==> src/sv/imu_ma_pkg.sv <==
// ---------------------------------------------------------------------------
// imu_ma_pkg
// Shared types, constants and constant-divide helpers for the six-axis
// moving-average filter with gyro bias calibration.
// ---------------------------------------------------------------------------
package imu_ma_pkg;

    localparam int AXES        = 6;
    localparam int GYRO_AXES   = 3;
    localparam int GYRO_BASE   = 3;
    localparam int SAMPLE_W    = 16;
    localparam int TDATA_W     = AXES * SAMPLE_W;

    localparam int WINDOW_LEN  = 10;
    localparam int CAL_SKIP    = 50;
    localparam int CAL_SAMPLES = 100;
    localparam int CAL_TOTAL   = CAL_SKIP + CAL_SAMPLES;
    localparam int CNT_W       = $clog2(CAL_TOTAL + 1);

    // running window sum, wide enough for the magnitude of the most negative sum
    localparam int SUM_W       = SAMPLE_W + $clog2(WINDOW_LEN);
    localparam int WIN_SH      = SUM_W + $clog2(WINDOW_LEN);
    localparam int WIN_MUL_W   = SUM_W + 1;
    localparam int WIN_PROD_W  = SUM_W + WIN_MUL_W;
    localparam logic [63:0] WIN_MULT64 =
        ((64'd1 << WIN_SH) + 64'(WINDOW_LEN) - 64'd1) / 64'(WINDOW_LEN);
    localparam logic [WIN_MUL_W-1:0] WIN_MULT = WIN_MULT64[WIN_MUL_W-1:0];

    // calibration accumulator
    localparam int ACC_W       = SAMPLE_W + 1 + $clog2(CAL_SAMPLES);
    localparam int CAL_SH      = ACC_W + $clog2(CAL_SAMPLES);
    localparam int CAL_MUL_W   = ACC_W + 1;
    localparam int CAL_PROD_W  = ACC_W + CAL_MUL_W;
    localparam logic [63:0] CAL_MULT64 =
        ((64'd1 << CAL_SH) + 64'(CAL_SAMPLES) - 64'd1) / 64'(CAL_SAMPLES);
    localparam logic [CAL_MUL_W-1:0] CAL_MULT = CAL_MULT64[CAL_MUL_W-1:0];

    typedef logic signed [SAMPLE_W-1:0] t_sample;
    typedef logic signed [SUM_W-1:0]    t_sum;
    typedef logic signed [ACC_W-1:0]    t_acc;

    typedef enum logic [1:0] {
        ACT_FILTER     = 2'd0,
        ACT_CAL_BEGIN  = 2'd1,
        ACT_CAL_SAMPLE = 2'd2
    } t_action;

    typedef struct packed {
        logic clear_windows;  // calibration just finished
    } t_cal_status;

    // window sum / WINDOW_LEN, truncated toward zero
    function automatic t_sample div_window(input t_sum s);
        logic [SUM_W-1:0]      mag;
        logic [WIN_PROD_W-1:0] prod;
        logic [SUM_W-1:0]      q;
        mag  = s[SUM_W-1] ? SUM_W'(-s) : SUM_W'(s);
        prod = WIN_PROD_W'(mag) * WIN_PROD_W'(WIN_MULT);
        q    = SUM_W'(prod >> WIN_SH);
        if (s[SUM_W-1]) begin
            q = -q;
        end
        return t_sample'(q[SAMPLE_W-1:0]);
    endfunction

    // accumulator / CAL_SAMPLES, truncated toward zero
    function automatic t_sample div_cal(input t_acc s);
        logic [ACC_W-1:0]      mag;
        logic [CAL_PROD_W-1:0] prod;
        logic [ACC_W-1:0]      q;
        mag  = s[ACC_W-1] ? ACC_W'(-s) : ACC_W'(s);
        prod = CAL_PROD_W'(mag) * CAL_PROD_W'(CAL_MULT);
        q    = ACC_W'(prod >> CAL_SH);
        if (s[ACC_W-1]) begin
            q = -q;
        end
        return t_sample'(q[SAMPLE_W-1:0]);
    endfunction

endpackage

==> src/sv/imu_ma_window.sv <==
// ---------------------------------------------------------------------------
// imu_ma_window
// Per-axis sample windows (shift lines) with running sums.
// ---------------------------------------------------------------------------
module imu_ma_window
    import imu_ma_pkg::*;
(
    input  logic    i_clk,
    input  logic    i_rst_n,
    input  logic    i_push,
    input  logic    i_clear,
    input  t_sample i_sample [AXES],
    output t_sum    o_sum    [AXES]
);

    t_sample r_win [AXES][WINDOW_LEN];
    t_sum    r_sum [AXES];
    t_sum    n_sum [AXES];

    // drop the oldest tap, add the newest sample
    always_comb begin
        for (int a = 0; a < AXES; a++) begin
            n_sum[a] = r_sum[a] - SUM_W'(r_win[a][0]) + SUM_W'(i_sample[a]);
        end
    end

    always_ff @(posedge i_clk) begin
        if (!i_rst_n || i_clear) begin
            for (int a = 0; a < AXES; a++) begin
                r_sum[a] <= '0;
                for (int i = 0; i < WINDOW_LEN; i++) begin
                    r_win[a][i] <= '0;
                end
            end
        end else if (i_push) begin
            for (int a = 0; a < AXES; a++) begin
                for (int i = 0; i < WINDOW_LEN - 1; i++) begin
                    r_win[a][i] <= r_win[a][i+1];
                end
                r_win[a][WINDOW_LEN-1] <= i_sample[a];
                r_sum[a]               <= n_sum[a];
            end
        end
    end

    assign o_sum = r_sum;

endmodule

==> config.mk <==
export PLATFORM = sky130hd
export DESIGN_NAME = imu_ma_window
export DESIGN_NICKNAME = d
export VERILOG_FILES = /design/src/sv/imu_ma_pkg.sv /design/src/sv/imu_ma_window.sv
export SDC_FILE = /design/constraint.sdc
export NUM_CORES = 2
export LEC_CHECK = 0
export ABC_CLOCK_PERIOD_IN_PS = 46800
export BUFFER_PORTS_ARGS = -buffer_cell sky130_fd_sc_hd__buf_2
export CAP_MARGIN = 10
export CORE_ASPECT_RATIO = 0.6
export CORE_MARGIN = 4
export CORE_UTILIZATION = 63
export CTS_BUF_LIST = sky130_fd_sc_hd__clkbuf_8
export CTS_CLUSTER_DIAMETER = 60
export DETAILED_ROUTE_END_ITERATION = 10
export GPL_TIMING_DRIVEN = 0
export PLACE_DENSITY_LB_ADDON = 0.2
export SYNTH_ARGS = -nofsm -noshare
export SYNTH_HDL_FRONTEND = slang
export SYNTH_SLANG_ARGS = --single-unit
==> constraint.sdc <==
create_clock -name i_clk -period 46.8 [get_ports i_clk]
set_input_delay 2.34 -clock i_clk [delete_from_list [all_inputs] [get_ports i_clk]]
set_output_delay 2.34 -clock i_clk [all_outputs]
set_load 0.005 [all_outputs]
# == Word-level counts from Yosys, hierarchy flattened ==
# Memories as Yosys holds them, arrays and structs flattened.
# Index checks and enable logic that the tools add are counted.
# totals
register_bits,120
n_memories,1
inputBits,100
wordCells,146
out_inout_bits,120
mem_bits_rw,960
# mem_list
memory,words,width,rd,rd_ports_with_merged_regs,write_ports,line_no,source
r_win,6,160,6,0,6,imu_ma_window.sv:16,t_sample r_win [AXES][WINDOW_LEN];
# op_classes
addsub,12
reduce_logical,2
bitwise,60
muxes,65
# op_table
cell,count
16-bit 2-to-1 mux,60
20-bit by 16-bit adder with 20-bit output,6
20-bit by 16-bit subtractor with 20-bit output,6
1-bit bitwise OR,60
1-bit 2-to-1 mux,5
1-bit zero test,1
1-bit logical OR,1

# == Logic depth before layout (Yosys ltp) ==
# depth
word_depth,5
depth_mapped,14
depth_no_buf,14

# == Least setup slack after synthesis ==
# No wires, ideal clock.
# synth_path
kind,input -> register
start,input port i_clear
end,register r_sum (netlist bit o_sum[90])
setup_time_ns,1.272
setup_slack_ns,14.897
t_required_ns,45.528
arrival_time_ns,30.631
stages,6
path_buffers,2
path_cell_list,nand2b_1 -> clkbuf_1 -> nor2_1 -> inv_1 -> clkbuf_1 -> o32ai_1
# synth_between
elab_chain_len,1
# synth_rtl
item,line_no,source
from (decl),imu_ma_window.sv:11,"input logic i_clear,"
1-bit logical OR,imu_ma_window.sv:28,if (!i_rst_n || i_clear) begin
"to (signal, indexed assignment)",imu_ma_window.sv:41,r_sum[a] <= n_sum[a];
to (decl),imu_ma_window.sv:17,t_sum r_sum [AXES];
# No other way between the ends.
# A chain may end at the register's enable or synchronous reset.

==> metrics.cfg <==
[grt]
track_usage = 0.292
grt_pass1_vias = 29200
grt_first_pass_wirelength_um = 177000
grt_start_max_net_pins = 74
antenna_found_initial = 5
gr-total-overflow = 0

[routing]
drt.antenna.violating_nets = 0
drc = 0
routed_wirelength_um = 119000
wl_per_cell_um = 22.6
via_per_inst = 5.84
num_vias = 30900
firstDrtPassIters = 5
drt-initial-drc-count = 3861

[placement]
hpwl_um = 86400
port_buffers = 219
placed_cells = 5011
place_congestion = 0.939

[synth]
ys_async_sr_fraction = 0
synth-seq-cells = 1080
yosysWarnings = 0
synth.distinct_cells = 69
syn_avg_cell_area_um2 = 12.9
synth_edf_count = 960
synth-seq-area-share = 0.643
synth_flop_cell = edfxtp_1
syn-cell-area_um2 = 48600
syn_nets = 4116
synth_cells = 3776

[final_layout]
areaGrowthSynthToFinish_pct = 11.7
drive_above_1_share = 0.103
fin_cells = 5290
n_fill_cell = 5227
nets = 4508

[timing]
finalSetupViolCount = 0
fmax_mhz = 179
finalHoldViolations = 0
relSlewSlack = 0.103
finalMaxSlewViolations = 0
tightest_slew_ns = 1.35
period_minus_slack_ns = 5.59
clock_skew_ns = 0.0435
fin_crit_sh = 0.119
setup_tns_ns = 0
rsz0062_at_grt = false

[min_path]
hold_path.class = flip-flop to flip-flop
min-delay-start = o_sum[39]
min_path_cells = 2
whs_endpoint = o_sum[39]

[worst_setup_path]
worst-path-max-fanout = 71
cp_data_arrival_time_ns = 6.08
crit_family = buffers and inverters
path_cells = buf_2, nand2b_1, clkbuf_1, nor2_1, inv_1, clkbuf_4, buf_16, buf_16, buf_16, buf_16
endpoint_kind = flip-flop
ff2ff_path_depth = 12
r2r-start = o_sum[112]
crit_top_cell = buf_16
slowest_stage = clkbuf_1
slowest_delay_ns = 0.72
required_ns = 47.29
start_kind = input pin
path_class = input pin to flip-flop
rr_endpoint = o_sum[119]
r2r_setup_slack_ns = 42.95
crit_buf_inv = 8

[power]
vdd_ir_drop_max_uv = 31.7
p_sw_mw = 0.635
pwr_density_cell_nw_per_um2 = 41.4
clockPowerShare = 0.321
seq_power_share = 0.499
switching_share = 0.283
leakage_nw = 26.5
internal-power_mw = 1.61
p_comb_frac = 0.181

[die]
die_h_um = 223
ios = 220
initial_core_util = 0.640
die_x_um = 366
core-area_um2 = 75900
dieArea_um2 = 81700
row_count = 78

[clocking]
cts_buffer_depth = 3
cts_setup_buffers = 0
ctsHtreeMaxLevel = 4
cts_tree = done
clkSinkCount = 1080
cts-hold-fix-buffers = 0
clk_pin_slew_ns = 0.07
cts_resized = 0
cts_buffers = 153
insertion_delay_ns = 0.85
root_buffer = clkbuf_8

[status]
status = finished, final reports clean

[flow_run]
cap_violations = 0

[flip-flops by register name, indices dropped and copies added, names as in the netlist]
register	count
r_win	960
o_sum	120
[cell families after synthesis]
| kind of cell | count (synthesis) | synth area share |
|---|---|---|
| xor gates and xnor gates | 99 | 0.0179 |
| buffers and inverters | 701 | 0.0542 |
| muxes | 43 | 0.00886 |
| adders and majority gates | 240 | 0.0795 |
| and+or+nand+nor | 1245 | 0.146 |
| AOI/OAI and AO/OA | 368 | 0.0504 |
| DFF | 1080 | 0.643 |
[how the worst max path moves through the flow]
| stage | from | end | slack [ns] | cells after the start |
|---|---|---|---|---|
| floorplan | i_clear | o_sum[90] | 14.90 | 6 |
| global placement | i_clear | o_sum[90] | 4.17 | 7 |
| detailed placement | i_clear | r_win[0][3] | 40.62 | 10 |
| CTS | i_clear | r_win[0][23] | 41.54 | 10 |
| global route | i_clear | r_win[0][23] | 41.15 | 10 |
| finish | i_clear | r_win[0][68] | 41.21 | 10 |
[layer usage]
layer  vias to the layer above  global-route usage  routed length (µm)
met5                         -                   0                   0
met4                         0              0.0872                2540
met3                       169               0.118               17100
met2                      1556               0.382               47300
met1                     14900               0.446               52300
li1                      14300                   -                   -
[synthesized netlist by cell type, types with 18 or more instances]
cell	number	area, µm²
nor2_1	204	766
and3_1	875	5470
o22ai_1	40	250
a211oi_1	25	188
nor3_1	18	90.1
inv_1	453	1700
nand3_1	22	110
xor2_1	37	324
o21ai_0	30	150
dfxtp_1	120	2400
mux2i_1	43	430
nand2b_1	19	119
edfxtp_1	960	28800
ha_1	126	1580
xnor2_1	62	543
fa_1	114	2280
o21ai_1	25	125
a21o_1	53	398
clkbuf_1	236	886
a21oi_1	99	495
nand2_1	63	236
[tightest hold or removal path: stages, from the launching register on]
cell,delay [ns]
dfxtp_1,0.32
nand2_1,0.05
mux2i_1,0.05
[metrics by stage]
stage               cell area (µm²)  hold slack [ns]  power [mW]   util  setup WS, ns
floorplan                     48600            0.458        1.44      -         14.90
finish                        54300            0.479        2.24  0.715         41.21
detailed placement            51300            0.466        1.53  0.676         40.62
global placement              50900            0.455        1.56  0.670          4.17
CTS                           54200            0.475        2.24  0.714         41.54
global route                  54300            0.492        2.34  0.715         41.15
[area by class of cell]
| type | count | area (µm²) | share of cell area |
|---|---|---|---|
| inverter | 454 | 1700 | 0.0314 |
| timing repair buffer | 237 | 1550 | 0.0285 |
| antenna | 2 | 5.00 | 0.0000922 |
| multi-input combinational | 1995 | 14700 | 0.271 |
| clock inverter | 110 | 624 | 0.0115 |
| tap | 1000 | 1250 | 0.0231 |
| clock buffer | 165 | 2270 | 0.0419 |
| buffer | 247 | 932 | 0.0172 |
| sequential | 1080 | 31200 | 0.576 |
[power groups by stage]
stage          Sequential [mW]  Combinational [mW]  Clock (mW)
5_1_grt                   1.12               0.447       0.774
6_report                  1.12               0.405       0.720
2_1_floorplan             1.16               0.282           0
3_5_place_dp              1.14               0.394           0
3_3_place_gp              1.18               0.379           0
4_1_cts                   1.12               0.398       0.729
[layout by cell type (no fill, tap or decap), drive strengths merged, types with 63 or more instances in the layout]
cell	count
a21oi	100
nor2	204
clkbuf	401
nand2	63
and3	875
ha	126
buf	248
dfxtp	120
inv	519
edfxtp	960
fa	114
(Power assumes the default switching activity.)
